File: src/rtl/bm3_pkg.sv
// bm3_pkg: shared constants, codes and types for the 3x3 box mean filter.
// Used by bm3_front, bm3_queue, bm3_back and box_mean_3x3_edge_aware.
package bm3_pkg;

  // Fixed register widths
  localparam int GRID_W_BITS   = 11;
  localparam int GRID_H_BITS   = 16;
  localparam int CFG_ADDR_BITS = 3;
  localparam int CFG_DATA_BITS = 32;

  // Reset values of the size registers
  localparam logic [GRID_W_BITS-1:0] GRID_W_RESET = 11'd64;
  localparam logic [GRID_H_BITS-1:0] GRID_H_RESET = 16'd64;

  // Register index, taken from the word address bit of paddr
  localparam logic REG_GRID_WIDTH  = 1'b0;
  localparam logic REG_GRID_HEIGHT = 1'b1;

  // Input item kinds
  localparam logic CMD_SAMPLE = 1'b0;
  localparam logic CMD_DRAIN  = 1'b1;

  // Neighbour count (1..9) and divider step grouping
  localparam int CNT_BITS        = 4;
  localparam int STEPS_PER_STAGE = 4;

  // Job queue between front and back
  localparam int QUEUE_DEPTH = 4;
  localparam int QPTR_BITS   = 2;
  localparam int QLVL_BITS   = 3;

  // Which window rows/columns lie inside the grid for one output
  typedef struct packed {
    logic use_top;
    logic use_bot;
    logic use_left;
    logic use_right;
  } mask_t;

  // Per-result control handed to the divider
  typedef struct packed {
    logic [CNT_BITS-1:0] cnt;
    logic                last;
  } job_t;

  // Number of in-grid neighbours: rows in use times columns in use
  function automatic logic [CNT_BITS-1:0] neigh_count(input mask_t m);
    logic [1:0] rows;
    logic [1:0] cols;
    rows = 2'd1 + {1'b0, m.use_top} + {1'b0, m.use_bot};
    cols = 2'd1 + {1'b0, m.use_left} + {1'b0, m.use_right};
    return {2'b00, rows} * {2'b00, cols};
  endfunction

endpackage

File: src/rtl/bm3_queue.sv
// bm3_queue: short show-ahead job queue between front and back.
// Depends on bm3_pkg.
module bm3_queue
  import bm3_pkg::*;
#(
  parameter int W = 25
) (
  input  logic                 clk,
  input  logic                 rst_n,
  input  logic                 push,
  input  logic [W-1:0]         push_data,
  input  logic                 pop,
  output logic [W-1:0]         head_data,
  output logic                 nempty,
  output logic [QLVL_BITS-1:0] level
);

  logic [W-1:0]           slot_r [QUEUE_DEPTH];
  logic [QPTR_BITS-1:0]   wr_ptr_r;
  logic [QPTR_BITS-1:0]   rd_ptr_r;
  logic [QLVL_BITS-1:0]   level_r;

  // Pointers and fill level
  always_ff @(posedge clk) begin
    if (!rst_n) begin
      wr_ptr_r <= '0;
      rd_ptr_r <= '0;
      level_r  <= '0;
    end else begin
      if (push) begin
        wr_ptr_r <= wr_ptr_r + QPTR_BITS'(1);
      end
      if (pop) begin
        rd_ptr_r <= rd_ptr_r + QPTR_BITS'(1);
      end
      if (push && !pop) begin
        level_r <= level_r + QLVL_BITS'(1);
      end else if (pop && !push) begin
        level_r <= level_r - QLVL_BITS'(1);
      end
    end
  end

  always_ff @(posedge clk) begin
    if (push) begin
      slot_r[wr_ptr_r] <= push_data;
    end
  end

  assign head_data = slot_r[rd_ptr_r];
  assign nempty    = level_r != '0;
  assign level     = level_r;

  // Front's credit check must keep the queue from overflowing
  a_no_overflow: assert property (@(posedge clk) disable iff (!rst_n)
    push && !pop |-> level_r != QLVL_BITS'(QUEUE_DEPTH))
    else $error("job queue overflow");

  a_no_underflow: assert property (@(posedge clk) disable iff (!rst_n)
    pop |-> level_r != '0)
    else $error("job queue underflow");

endmodule

File: config.mk
export PLATFORM = sky130hd
export DESIGN_NAME = bm3_queue
export DESIGN_NICKNAME = d
export VERILOG_FILES = /design/src/rtl/bm3_pkg.sv /design/src/rtl/bm3_queue.sv
export SDC_FILE = /design/constraint.sdc
export NUM_CORES = 1
export LEC_CHECK = 0
export ABC_AREA = 1
export BUFFER_PORTS_ARGS = -buffer_cell sky130_fd_sc_hd__clkbuf_2
export CELL_PAD_IN_SITES_DETAIL_PLACEMENT = 0
export CELL_PAD_IN_SITES_GLOBAL_PLACEMENT = 1
export CORE_MARGIN = 1.5
export CORE_UTILIZATION = 47
export CTS_CLUSTER_SIZE = 40
export DETAILED_ROUTE_END_ITERATION = 8
export GPL_TIMING_DRIVEN = 1
export PLACE_DENSITY = 0.75
export SYNTH_ARGS = -nofsm -noshare
export SYNTH_HDL_FRONTEND = slang
export SYNTH_SLANG_ARGS = --single-unit
export TNS_END_PERCENT = 20
File: constraint.sdc
create_clock -name clk -period 2.4 [get_ports clk]
set_clock_uncertainty 0.2 [all_clocks]
set_input_delay 0.24 -clock clk [delete_from_list [all_inputs] [get_ports clk]]
set_output_delay 0.24 -clock clk [all_outputs]
set_load 0.05 [all_outputs]
After elaboration in Yosys (flattened, before gate mapping)
Memories as Yosys holds them, arrays and structs flattened. A register that Yosys moved wholly into a read port is not among the register bits.
Cells that the tools add are included.
- reduce and logical (&&, ||, !) cells: 6
- add/subtract/negate cells: 4
- multiplexer cells: 6
- operators with widths (operator ; count):
    2-to-1 mux 3 bit ; 2
    adder 2 x 1 -> 2 bit (second input constant) ; 2
    2-to-1 mux 2 bit ; 2
    adder 3 x 1 -> 3 bit (second input constant) ; 1
    nonzero test 3 bit ; 1
    subtractor 3 x 1 -> 3 bit (second input constant) ; 1
    logical AND 1 bit ; 2
    zero test 1 bit ; 2
    2-to-1 mux 1 bit ; 2
    nonzero test 2 bit ; 1
- bits in registers: 7
- output and inout port bits: 29
- memory bits (writable): 100
- memories kept: 1
- logic and storage cells: 20
- memories (name ; depth ; width ; rd ports ; clocked after memory_dff ; write ports ; line ; source):
    slot_r ; 4 ; 25 ; 1 ; 1 ; 1 ; bm3_queue.sv:18 ; logic [W-1:0] slot_r [QUEUE_DEPTH];

Logic depth before layout (Yosys ltp)
- word-level depth: 4
- gate-level depth with buffers: 10
- mapped depth without buffers: 10

Worst setup path after synthesis
Ideal clock, no wire load.
- kind: reg2out
- start point: register with a tool-made name
- end point: output port head_data[0]
- path slack: 0.489 ns
- cell stages (with the launch flop): 6
- data arrival time: 1.471 ns
- data required time: 1.960 ns
- cell sequence: dfxtp_1 -> buf_6 -> inv_4 -> buf_4 -> o21ai_2 -> o22ai_1
- RTL lines (what ; line ; source):
    to (decl) ; bm3_queue.sv:13 ; output logic [W-1:0] head_data,

==> impl_metrics.ini <==
[outcome]
status = finished clean

[global_routing]
grt_antenna_before_repair = 0
grt_pass1_wl_mm = 12.6
grt_usage_pct = 17.2
gr-total-overflow = 0
grt_max_degree = 33
grt_pass1_vias = 2468

[cts]
ctsResizeCount = 0
htreeDepth = 3
clkTransAtPathRegs_ns = 0.10
cts_tree = done
ctsHoldBuffers = 26
clockRootBuffer = clkbuf_8
cts_buffer_depth = 2
cts_num_sinks = 109
cts_made_buffers = 9
clk_latency_ns = 0.35
post_cts_buffers = 0

[synth]
synthDistinctLibCells = 20
syn_area_per_cell_um2 = 14.2
ys_warn_count = 0
syn_nets = 335
synth_common_cells = edfxtp_1 (100), nor2_1 (56), o21ai_1 (25), o22ai_1 (24), o21ai_2 (20)
synth_area_leaders = edfxtp_1 (71%), nor2_1 (4.9%), dfxtp_1 (4.2%), o21ai_2 (4.1%), o22ai_1 (3.5%)
syn_inst = 300
syn-cell-area_mm2 = 0.00425
yosysTopAreaCellShare_pct = 70.6
synth-main-ff-cell = edfxtp_1
synth_top_area_cell = edfxtp_1
synth_edf_count = 100
synth-async-reset-ratio_pct = 0
synth.most_common_cell = edfxtp_1
yosysSeqAreaShare_pct = 74.8
ys_ff_latch = 109

[place]
dpl.hpwl_mm = 4.68
pre_cts_ws_ns = 0.528
routabilityCongestion = 0.720
dpl_cell_area_mm2 = 0.00468
io_buffers = 57

[hold_path]
hp-class = in2reg

[routing]
route.detailed.drc = 0
via_per_inst = 5.09
drt-total-wl_mm = 7.83
drtPass1Iterations = 4
via_count = 2562
wl_per_cell_um = 15.6
postRouteAntennaNets = 0
drt-initial-drc-count = 94

[setup_path]
cp_slowest_cell = dfxtp_2
path_cells = inv_4 -> buf_4 -> nor2_1 -> o22ai_1 -> clkbuf_2
cp_max_fo = 28
crit_type = reg2out
endpoint_kind = output pin
rr_worst_depth = 5
worstPathArrival_ns = 1.80
reg2reg_slack_ns = 0.73
startpoint_type = flop
critPathMaxStageDelay_ns = 0.35
critPathCapture = head_data[15]
r2r-start = wr_ptr_r[0]
cp_data_required_time_ns = 1.96
r2r-end = slot_r[2][22]

[sta]
tns_ns = 0
worst_slew_pin_slew_ns = 0.386
grt_setup_unrepaired = false
finalSetupViolCount = 0
setup_ws_ns = 0.162
drv_slew = 0
slew_headroom_pct = 74.3
max_freq_ghz = 0.447
hold_viol_final = 0
fin_crit_ns = 2.24
fin_crit_sh_pct = 93.2

[floorplanning]
fp.dieW_um = 98.1
ioPinCount = 58
dieArea_mm2 = 0.00963
initial_core_util_pct = 48.5
die_h_um = 98.1
rows = 34
coreArea_mm2 = 0.00876

[power]
p_per_area_mw_per_mm2 = 754
p_leak_nw = 1.91
power_mw = 3.86
peakVddDrop_mv = 0.424

[final_layout]
nNetsFinal = 425
diodes = 0
fillCellCount = 725
fin_area_mm2 = 0.00511
area_delta_synth_final_pct = 20.2
drive_above_1_share_pct = 27.1
final_util_pct = 58.4

[flow_run]
maxCapViolations = 0
-- per-stage QoR --
stage          instances  hold slack [ns]
3_3_place_gp         461            0.230
3_5_place_dp         461            0.230
4_1_cts              503           0.0345
2_1_floorplan        300            0.139
6_report             503           0.0383
5_1_grt              503           0.0652
-- cells in the final DEF (no fill, tap or decap) --
cell type,count
nor2_1,56
clkbuf_2,57
o22ai_1,24
inv_4,1
inv_1,15
o21ai_2,20
nand3_1,1
o21ai_0,11
buf_12,4
nand4_1,1
dfxtp_2,1
inv_2,1
buf_4,7
o21ai_1,25
clkinv_2,2
edfxtp_1,100
fa_1,1
o22ai_2,1
inv_6,2
clkinvlp_4,1
clkinv_4,1
nand2_1,10
a21oi_1,4
clkbuf_8,9
clkinv_1,1
dfxtp_1,8
ha_1,5
dlygate4sd3_1,26
-- report_power, final --
| part | internal, mW | switching [mW] |
|---|---|---|
| logic | 0.189 | 0.488 |
| registers | 2.16 | 0.0287 |
| clock network | 0.380 | 0.611 |
| total | 2.73 | 1.13 |
-- critical path, delay by kind of cell (launching register included) --
family	cells	cell delay [ns]
and+or+nand+nor	1	0.06
AOI/OAI and AO/OA	1	0.19
buffers and inverters	3	0.86
DFF	1	0.35
-- flip-flops by register name, summed over array words and instances, names as in the netlist, named ones only --
name	flops
slot_r	100
level	3
rd_ptr_r	2
wr_ptr_r	2
-- worst min path at each step --
stage	slack, ns	startpoint	endpoint	cells past startpoint
2_1_floorplan	0.14	push_data[0]	slot_r[0][0]	0
3_3_place_gp	0.23	rd_ptr_r[1]	rd_ptr_r[1]	1
3_5_place_dp	0.23	rd_ptr_r[1]	flop	1
4_1_cts	0.03	pop	flop	4
5_1_grt	0.07	push	wr_ptr_r[0]	3
6_report	0.04	pop	flop	4
-- cell families after synthesis --
group,Yosys count,synth area share [%]
AO/OA/AOI/OAI,85,12.6
AND/OR/NAND/NOR,68,6.09
buffers and inverters,32,4.50
flip-flops,109,74.8
adder cells (fa/ha/maj),6,1.94
-- layer usage --
metal  share of wire, %  wire (um)  global-route usage [%]
met1                 47       3640                    23.7
met2                 48       3770                    28.1
met3                3.8        301                    2.43
met4                1.5        115                    6.72
met5                  0          0                       0
-- final cells by class --
type	count	area, um^2	area share, %
clock buffers	9	124	2.42
well taps	108	135	2.64
repair buffers	94	678	13.3
clock inverters	7	47.5	0.930
multi-input cells	159	880	17.2
flip-flops and latches	109	3180	62.3
inverters	17	66.3	1.30
Note: power is estimated with default switching activity, not from simulation.
