`src/rtl/bm3_pkg.sv`:
```
// bm3_pkg: shared constants, codes and types for the 3x3 box mean filter.
// Used by bm3_front, bm3_queue, bm3_back and box_mean_3x3_edge_aware.
package bm3_pkg;

  // Fixed register widths
  localparam int GRID_W_BITS   = 11;
  localparam int GRID_H_BITS   = 16;
  localparam int CFG_ADDR_BITS = 3;
  localparam int CFG_DATA_BITS = 32;

  // Reset values of the size registers
  localparam logic [GRID_W_BITS-1:0] GRID_W_RESET = 11'd64;
  localparam logic [GRID_H_BITS-1:0] GRID_H_RESET = 16'd64;

  // Register index, taken from the word address bit of paddr
  localparam logic REG_GRID_WIDTH  = 1'b0;
  localparam logic REG_GRID_HEIGHT = 1'b1;

  // Input item kinds
  localparam logic CMD_SAMPLE = 1'b0;
  localparam logic CMD_DRAIN  = 1'b1;

  // Neighbour count (1..9) and divider step grouping
  localparam int CNT_BITS        = 4;
  localparam int STEPS_PER_STAGE = 4;

  // Job queue between front and back
  localparam int QUEUE_DEPTH = 4;
  localparam int QPTR_BITS   = 2;
  localparam int QLVL_BITS   = 3;

  // Which window rows/columns lie inside the grid for one output
  typedef struct packed {
    logic use_top;
    logic use_bot;
    logic use_left;
    logic use_right;
  } mask_t;

  // Per-result control handed to the divider
  typedef struct packed {
    logic [CNT_BITS-1:0] cnt;
    logic                last;
  } job_t;

  // Number of in-grid neighbours: rows in use times columns in use
  function automatic logic [CNT_BITS-1:0] neigh_count(input mask_t m);
    logic [1:0] rows;
    logic [1:0] cols;
    rows = 2'd1 + {1'b0, m.use_top} + {1'b0, m.use_bot};
    cols = 2'd1 + {1'b0, m.use_left} + {1'b0, m.use_right};
    return {2'b00, rows} * {2'b00, cols};
  endfunction

endpackage

```
`src/rtl/bm3_back.sv`:
```
// bm3_back: pipelined divide of the neighbour sum by the neighbour count,
// truncating toward zero, with the output register. Depends on bm3_pkg.
module bm3_back
  import bm3_pkg::*;
#(
  parameter int SAMPLE_BITS = 16
) (
  input  logic                          clk,
  input  logic                          rst_n,
  input  logic                          q_nempty,
  input  logic signed [SAMPLE_BITS+3:0] q_sum,
  input  job_t                          q_job,
  output logic                          q_pop,
  output logic                          out_valid,
  input  logic                          out_ready,
  output logic [SAMPLE_BITS-1:0]        out_mean,
  output logic                          out_last
);

  localparam int SUM_W = SAMPLE_BITS + 4;
  localparam int ABS_W = SAMPLE_BITS + 3;
  localparam int NSTG  = (ABS_W + STEPS_PER_STAGE - 1) / STEPS_PER_STAGE;
  localparam int DIV_W = NSTG * STEPS_PER_STAGE;

  // Restoring division state: remainder, dividend shifting out / quotient in
  typedef struct packed {
    logic [CNT_BITS-1:0] rem;
    logic [DIV_W-1:0]    qd;
    logic [CNT_BITS-1:0] cnt;
    logic                neg;
    logic                last;
  } dstage_t;

  function automatic dstage_t div_steps(input dstage_t s);
    dstage_t           r;
    logic [CNT_BITS:0] part;
    r = s;
    for (int k = 0; k < STEPS_PER_STAGE; k++) begin
      part = {r.rem, r.qd[DIV_W-1]};
      r.qd = {r.qd[DIV_W-2:0], 1'b0};
      if (part >= {1'b0, r.cnt}) begin
        r.rem   = CNT_BITS'(part - {1'b0, r.cnt});
        r.qd[0] = 1'b1;
      end else begin
        r.rem = part[CNT_BITS-1:0];
      end
    end
    return r;
  endfunction

  // Magnitude and sign of the incoming sum
  logic [SUM_W-1:0] mag;
  dstage_t          seed;

  assign mag       = q_sum[SUM_W-1] ? SUM_W'(-q_sum) : SUM_W'(q_sum);
  assign seed.rem  = '0;
  assign seed.qd   = DIV_W'(mag[ABS_W-1:0]);
  assign seed.cnt  = q_job.cnt;
  assign seed.neg  = q_sum[SUM_W-1];
  assign seed.last = q_job.last;

  // Whole pipeline moves unless the output register is held
  logic            adv;
  logic [NSTG-1:0] st_v_r;
  dstage_t         st_r [NSTG];
  logic            out_v_r;
  logic [SAMPLE_BITS-1:0] out_mean_r;
  logic            out_last_r;
  logic [DIV_W-1:0] quot_signed;

  assign adv   = !out_v_r || out_ready;
  assign q_pop = adv && q_nempty;

  assign quot_signed = st_r[NSTG-1].neg ? (~st_r[NSTG-1].qd + DIV_W'(1)) : st_r[NSTG-1].qd;

  always_ff @(posedge clk) begin
    if (!rst_n) begin
      st_v_r  <= '0;
      out_v_r <= 1'b0;
    end else if (adv) begin
      st_v_r  <= {st_v_r[NSTG-2:0], q_nempty};
      out_v_r <= st_v_r[NSTG-1];
    end
  end

  always_ff @(posedge clk) begin
    if (adv) begin
      st_r[0] <= div_steps(seed);
      for (int k = 1; k < NSTG; k++) begin
        st_r[k] <= div_steps(st_r[k-1]);
      end
      out_mean_r <= quot_signed[SAMPLE_BITS-1:0];
      out_last_r <= st_r[NSTG-1].last;
    end
  end

  assign out_valid = out_v_r;
  assign out_mean  = out_mean_r;
  assign out_last  = out_last_r;

  // A finished division leaves a remainder below the divisor
  a_rem_below_cnt: assert property (@(posedge clk) disable iff (!rst_n)
    st_v_r[NSTG-1] |-> st_r[NSTG-1].rem < st_r[NSTG-1].cnt)
    else $error("divider remainder not below neighbour count");

  // A popped job enters the first divider stage
  a_pop_enters: assert property (@(posedge clk) disable iff (!rst_n)
    q_pop |=> st_v_r[0])
    else $error("popped job lost before the divider");

endmodule

```
`config.mk`:
```
export PLATFORM = sky130hd
export DESIGN_NAME = bm3_back
export DESIGN_NICKNAME = d
export VERILOG_FILES = /design/src/rtl/bm3_pkg.sv /design/src/rtl/bm3_back.sv
export SDC_FILE = /design/constraint.sdc
export NUM_CORES = 1
export LEC_CHECK = 0
export BUFFER_PORTS_ARGS = -buffer_cell sky130_fd_sc_hd__buf_2
export CORE_UTILIZATION = 64
export CTS_BUF_LIST = sky130_fd_sc_hd__clkbuf_8
export DETAILED_ROUTE_END_ITERATION = 6
export HOLD_SLACK_MARGIN = 0.1
export PLACE_DENSITY = 0.83
export SLEW_MARGIN = 20
export SYNTH_ARGS = -nofsm -noshare
export SYNTH_HDL_FRONTEND = slang
export SYNTH_SLANG_ARGS = --single-unit
```
`constraint.sdc`:
```
create_clock -name clk -period 10.2 [get_ports clk]
set_input_delay 0.51 -clock clk [delete_from_list [all_inputs] [get_ports clk]]
set_output_delay 0.51 -clock clk [all_outputs]
set_load 0.02 [all_outputs]
```
Yosys cells after proc, flatten, opt, wreduce, memory -nomap -nowiden
Memories as Yosys holds them, arrays and structs flattened.
Cells that the tools add are included.
{"block": "totals", "regBits": 23, "ram_bits": 150, "inputBits": 29, "out_inout_bits": 19, "wordCells": 135, "mem_count": 1}
{"block": "op_classes", "addsub": 22, "magnitude_cmp": 20, "muxes": 84, "bitwise_logic": 1, "reduce_logical": 3}
{"memory": "st_r", "depth": 5, "word_bits": 30, "read_ports": 5, "rd_ports_with_merged_regs": 0, "wr": 5, "line": "bm3_back.sv:65", "rtl": "dstage_t st_r [NSTG];"}
{"operator": "$mux W4", "n": 40}
{"operator": "$ge A5 B4 Y1", "n": 19}
{"operator": "$sub A4 B4 Y4", "n": 19}
{"operator": "$mux W1", "n": 42}
{"operator": "$mux W19", "n": 1}
{"operator": "$neg A19 Y19", "n": 1}
{"operator": "$add A16 B1 Y16 const B", "n": 1}
{"operator": "$mux W16", "n": 1}
{"operator": "$not A16 Y16", "n": 1}
{"operator": "$ge A1 B4 Y1 const A", "n": 1}
{"operator": "$sub A1 B4 Y4 const A", "n": 1}
{"operator": "$logic_and A1 B1 Y1", "n": 1}
{"operator": "$logic_not A1 Y1", "n": 1}
{"operator": "$logic_or A1 B1 Y1", "n": 1}

Logic depth before layout (Yosys ltp)
Gate-level depths: netlist (run 1).
An unclocked memory read counts as a cell.
{"block": "depth", "ltp_word": 13, "depth_mapped": 31, "ltp_nobuf": 30}

Worst setup path before layout (run 1)
OpenSTA, ideal clock, no wires.
{"block": "synth_path", "kind": "register to register", "startpoint": "mem st_r[0][3] (netlist bit)", "endpoint": "mem st_r[0][59] (netlist bit) (data pin)", "setup_time_ps": 261, "t_arrival_ps": 6995, "required_ps": 9939, "setup_slack_ps": 2945, "path_stages_with_launch": 29, "n_path_buf": 1, "period_less_slack_ps": 7255, "path_cell_list": "edfxtp_1 -> inv_1 -> ha_1 -> a211oi_1 -> o21a_1 -> inv_1 -> o21ai_0 -> inv_1 -> ha_1 -> nor2b_1 -> o21a_1 -> a311o_1 -> a221oi_4 -> mux2i_1 -> ha_1 -> nor2b_1 -> o21ai_0 -> a31oi_1 -> a2111o_1 -> mux2_2 -> buf_2 -> a21oi_1 -> ha_1 -> a21o_1 -> a211oi_1 -> o221a_2 -> mux2i_1 -> mux2_2 -> a221o_1"}
{"element": "start, declared", "line": "bm3_back.sv:65"}

==> impl_results.md, run 1 <==
* Worst Tran Pin Value at between 1 and 1.5 ns
* Final net count at about 930
* Pin count of the biggest net entering global routing at 89
* FF-to-FF Start: st_r[0][3]
* DR pass1 iterations at 5
* Ys Warns at 0
* Vias per inst at slightly below 6
* PortBufs at between 40 and 50
* Syn Area/Cell at between 10 and 15 um^2
* Initial antenna violation count at 0
* Synth Flop Type: edfxtp_1
* Critical path required time at approximately 10 ns
* Final Core Density at 0.735
* Mapped Area at 8990 um^2
* Gr busiest metal: met2
* Register area share after synthesis at 0.478
* Num Clock Sinks at ~150
* Starting Density at 0.668
* Detail Placement HPWL at 12,100 um
* Post_cts resized at 0
* Max Clock Skew at between 0.01 and 0.015 ns
* Type of the worst setup path: flip-flop to flip-flop
* Min-delay src: q_job[0]
* M3 GR Usage at 0.0472
* Drt drc at 0
* Max-slew headroom at 0.311
* Worst EP arrival at roughly 8.4 ns
* Ant diodes at 0
* Count leader, synth: edfxtp_1
* GR Util met1 at 0.296
* Worst setup EP type: flip-flop
* Worst-Skew Late Latency at roughly 0.45 ns
* Critical R2R Capture: st_r[0][59]
* Rows at 42
* Hold-fix buffers, CTS at 0
* Ys async rst share at 0
* Die area at between 10,000 and 15,000 um^2
* Netlist cell types at a little over 70
* Clock root buffer: clkbuf_8
* Die width at approximately 120 um
* ANT nets after route at 0
* Detailed-route wire length at between 15,000 and 20,000 um
* CP max FO at 12
* Ratio of cells with drive above 1 in the final layout at 0.142
* Area growth, synth to finish at 9.95%
* GRT overflow at 0
* Cell depth of the worst min-delay path at 1
* Worst Setup SP: st_r[0][3]
* Crit path launch type: flip-flop
* Number of top-level pins at between 40 and 50
* Vias in the first global route at approximately 5,800
* Global-route wire length before repair at roughly 27,000 um
* Clk pin slew, worst setup/hold paths at 0.08 ns
* Worst reg2reg setup slack at slightly above 2 ns
* Commonest cells in the netlist: edfxtp_1 (139), ha_1 (79), inv_1 (77)
* GP Congestion at 0.853
* Top cells by area, synth: edfxtp_1 (46%), ha_1 (11%), xnor2_1 (4.1%), fa_1 (4.0%), mux2i_1 (3.5%)
* Cts bufs inserted at 17
* Core Box Area at around 13,000 um^2
* Max-cap violations at 0
* H-Tree Depth at 4
* Wire per inst at between 15 and 20 um
* Met2 usage at 0.396
* Hold Crit Class: primary input to flip-flop
* Status: finished clean
* Synth area leader: edfxtp_1
* Final Max Slew Viols at 0
* Die Ht at 121 um
* EDFF count, synth at 139
* Worst Hold Path EP: st_r[0][0]
* RSZ-0062 raised after global routing: no
* Flops & latches, synth at 145
* GRT Total Usage at 0.236
* Post-CTS setup repair buffer count at 0
* Post-synthesis instance total at 740
* Reg2Reg Depth at 27
* Crit share post-route at 0.801
* Final hold viol count at 0
* Post-Route Setup TNS at 0 ns
* Maximum clock frequency at around 120 MHz
* CTS max path bufs at 2
* Crit path time final at 8.17 ns
* Drt initial violations at between 300 and 400
* Final setup fails at 0
* CTS tree: yes
* Post-synth top area share at 0.464
* Via Count at roughly 6,000
* Layout fillers at roughly 940
* Syn_nets at between 800 and 900
[layout by cell type (no fill, tap or decap), drive strengths merged, types with 7 or more instances in the layout]
master and n:
fa 18, nand3 7, o31ai 9, xor2 16, mux2 18, a21oi 31
a21o 20, ha 79, edfxtp 139, xnor2 42, mux2i 33, nand2b 16
nand2 38, buf 48, nor2 21, o21a 12, a211oi 11, o21ai 40
inv 86, clkbuf 17, or3 13, nor2b 12
[logic make-up (layout without fill, tap and decap cells)]
group                      Yosys count  in the layout  share of synthesized area
AOI/OAI and AO/OA                  166            166                      0.133
DFF                                145            145                      0.478
and+or+nand+nor                    140            140                     0.0839
adders and majority gates           97             97                      0.150
buffers and inverters               82            157                     0.0354
xor gates and xnor gates            58             58                     0.0565
muxes                               51             51                     0.0629
other                                1              1                   0.000417
[flip-flops by register name, summed over array words and instances, names as in the netlist]
register,flops
st_r,122
out_mean,16
st_v_r,5
out_last,1
out_valid,1
[per-stage QoR]
step                worst slack [ns]  hold WS, ns  area [um^2]  cells
floorplan                       2.94        0.400         8990    740
global placement                2.39        0.400         9420    959
detailed placement              2.07        0.405         9420    959
CTS                             2.05        0.204         9880    991
global route                    1.60        0.218         9880    991
finish                          2.03        0.246         9880    991
[area by class of cell]
cell class / instances / area [um^2] / share of cell area
flip-flops and latches: 145 / 4290 / 0.435
repair buffers: 48 / 243 / 0.0246
clock inverters: 15 / 224 / 0.0227
multi-input cells: 513 / 4380 / 0.443
well taps: 176 / 220 / 0.0223
clock buffers: 17 / 234 / 0.0237
inverters: 77 / 292 / 0.0295
[worst max-delay path by stage]
stage	depth (start not counted)	endpoint	slack (ns)
after floorplan	28	st_r[0][59]	2.94
after global placement	27	st_r[0][59]	2.39
after detailed placement	27	st_r[0][59]	2.07
after CTS	27	st_r[0][59]	2.05
after global routing	27	st_r[0][59]	1.60
final	27	st_r[0][59]	2.03
[per-layer routing]
layer,vias up,part of all wire
met1,2812,0.44
met5,-,0
met3,34,0.041
met4,0,0.023
li1,2866,-
met2,171,0.50
[worst max-delay path, stage by stage, from the launching register on]
cell and delay [ns]:
edfxtp_1 0.48, inv_1 0.30, ha_1 0.34, a211oi_1 0.29
o21a_1 0.28, inv_1 0.10, o21ai_0 0.36, inv_1 0.09
ha_1 0.30, nor2b_1 0.14, o21a_1 0.18, a311o_1 0.36
a221oi_4 0.50, mux2i_1 0.47, ha_1 0.33, nor2b_1 0.13
o21ai_0 0.20, a31oi_1 0.14, a2111o_1 0.39, mux2_2 0.37
a21oi_1 0.29, ha_1 0.30, a21o_1 0.17, a211oi_1 0.38
o221a_2 0.26, mux2i_1 0.11, mux2_2 0.35, a221o_1 0.30
Power of run 1 is not shown: default switching activity piles up to over one toggle a cycle in this logic, so the estimate is an artifact.
==> inputs of run 2 (changes only) <==
Settings changed: CORE_UTILIZATION 64 to 58, PLACE_DENSITY 0.83 to 0.79.
Clock period 10.2 ns to 6.7 ns, I/O delays scaled along.
==> run 2 against run 1 <==
Compared with the run above: via count is 1.3% higher; flip-flop and latch count stayed put; die area is 10% higher; global-route usage is 1.9 points lower; sequential share of layout area is 1.6 points lower; critical endpoint unchanged; largest cell class unchanged; highest routed layer unchanged.
==> impl_results.md, run 2 (synthesized netlist as in run 1, its figures left out) <==
* Worst Tran Pin Value at 0.901 ns (-0.133 ns)
* PortBufs at 47 (unchanged)
* Largest stage delay on the critical path at 0.44 ns (-0.06 ns)
* Detailed-route wire length at 16,300 um (+3.1%)
* Final setup fails at 0 (unchanged)
* FF-to-FF Start: st_r[0][25]
* Final net count at 970 (+4.5%)
* Hold Crit Class: primary input to flip-flop
* ANT nets after route at 0 (unchanged)
* Cell mode on critical path: inv_2
* Type of the worst setup path: flip-flop to flip-flop
* Worst reg2reg setup slack at 0.15 ns (-1.88 ns)
* Fin cells at 1,045 (+5.4%)
* GP Congestion at 0.860 (+0.87%)
* Initial antenna violation count at 0 (unchanged)
* Pin count of the biggest net entering global routing at 78 (-12%)
* Final Max Slew Viols at 0 (unchanged)
* Worst Setup SP: st_r[0][25]
* Crit path time final at 6.55 ns (-1.62 ns)
* Max-slew headroom at 0.400 (+0.0887)
* Crit path launch type: flip-flop
* CTS tree: yes
* Max Clock Skew at 0.0127 ns (+0.00157 ns)
* Ant diodes at 0 (unchanged)
* Buf+Inv Stages, Crit Path at 3 (unchanged)
* Worst EP arrival at 6.76 ns (-1.60 ns)
* Drt drc at 0 (unchanged)
* Via Count at 5,959 (+1.3%)
* Ratio of cells with drive above 1 in the final layout at 0.204 (+0.0619)
* Crit share post-route at 0.978 (+0.176)
* Die area at 16,000 um^2 (+10%)
* Post-Route Setup TNS at 0 ns (unchanged)
* Clock root buffer: clkbuf_8
* Core Box Area at 15,100 um^2 (+13%)
* Most frequent cells in the layout: edfxtp_1 (139), ha_1 (76), inv_1 (73)
* Number of top-level pins at 48 (unchanged)
* Layout fillers at 1,117 (+19%)
* Global-route wire length before repair at 27,100 um (+2.1%)
* Worst setup EP type: flip-flop
* Die Ht at 126 um (+5.0%)
* CTS max path bufs at 2 (unchanged)
* Crit path max-delay family: compound AO/OA/AOI/OAI gates
* Worst-Skew Late Latency at 0.46 ns (about the same)
* Status: finished clean
* Commonest non-fill, non-tap cell in the layout: edfxtp_1
* Min-delay src: rst_n
* RSZ-0062 raised after global routing: yes
* Area growth, synth to finish at 14.1%
* Wire per inst at 15.6 um (-2.2%)
* H-Tree Depth at 4 (unchanged)
* Vias in the first global route at 5,963 (+3.0%)
* Clk pin slew, worst setup/hold paths at 0.08 ns (about the same)
* Dpl cells at 1,000 (+4.3%)
* Number of flip-flops in the largest register at 122 (unchanged)
* Vias per inst at 5.70 (-3.9%)
* Top reg by flops: st_r
* Starting Density at 0.593 (-0.0747)
* Final hold slack at 0.143 ns (-0.103 ns)
* Slowest CP cell: edfxtp_1
* Maximum clock frequency at 153 MHz (+25%)
* Rows at 45 (+7.1%)
* Num Clock Sinks at 145 (unchanged)
* Drt initial violations at 305 (-16%)
* Detail Placement HPWL at 12,300 um (+2.0%)
* GRT Total Usage at 0.217 (-0.0188)
* Max-cap violations at 0 (unchanged)
* Die width at 126 um (+5.0%)
* Cts bufs inserted at 17 (unchanged)
* GRT overflow at 0 (unchanged)
* CP max FO at 6 (-6)
* Final hold viol count at 0 (unchanged)
* Critical path required time at 6.91 ns (-3.48 ns)
* DR pass1 iterations at 6 (+1)
run 2: cell count changes in the layout (fill, tap and decap cells not counted), moves of 3 or more:
cell / previous run / this run
o21ai_0: 39 / 33
o21ai_2: 0 / 3
clkinv_2: 1 / 4
inv_2: 0 / 4
dlygate4sd3_1: 0 / 5
ha_4: 0 / 3
inv_1: 76 / 73
buf_4: 1 / 38
ha_1: 79 / 76
inv_4: 6 / 1
bufinv_16: 5 / 1
nor2b_1: 12 / 9
clkinvlp_4: 0 / 3
run 2: layer usage:
| layer | wire length, um | vias to the layer above | GRT usage |
|---|---|---|---|
| met5 | 0 | - | 0 |
| met4 | 459 | 0 | 0.108 |
| met3 | 492 | 29 | 0.0333 |
| met2 | 8090 | 125 | 0.376 |
| met1 | 7210 | 2853 | 0.265 |
| li1 | - | 2952 | - |
run 2: timing repair:
item	in CTS	in global routing
resized for setup	0	27
endpoints found under the setup margin	0	17
buffers inserted	0	8
hold endpoints to repair	5	0
hold buffers	5	0
run 2: worst paths after layout:
path                                     to  cells past startpoint
worst min-delay path              st_v_r[0]                      2
worst min register to register  st_r[0][79]                      0
worst max register to register  st_r[0][59]                     29
worst max-delay path            st_r[0][59]                     29
run 2: final cells by class:
| class | instances | area, um^2 | area share |
|---|---|---|---|
| well taps | 188 | 235 | 0.0229 |
| repair buffers | 90 | 571 | 0.0556 |
| clock inverters | 15 | 119 | 0.0116 |
| inverters | 77 | 292 | 0.0284 |
| multi-input cells | 513 | 4510 | 0.440 |
| flip-flops and latches | 145 | 4290 | 0.419 |
| clock buffers | 17 | 234 | 0.0228 |
run 2: through the flow:
step	utilization	setup slack (ns)	area, um^2
3_5_place_dp	0.640	0.0182	9690
5_1_grt	0.677	-0.181	10300
6_report	0.677	0.149	10300
3_3_place_gp	0.640	0.257	9690
2_1_floorplan	-	0.0214	9030
4_1_cts	0.667	0.0492	10100
Power of run 2 is left out for the same reason.
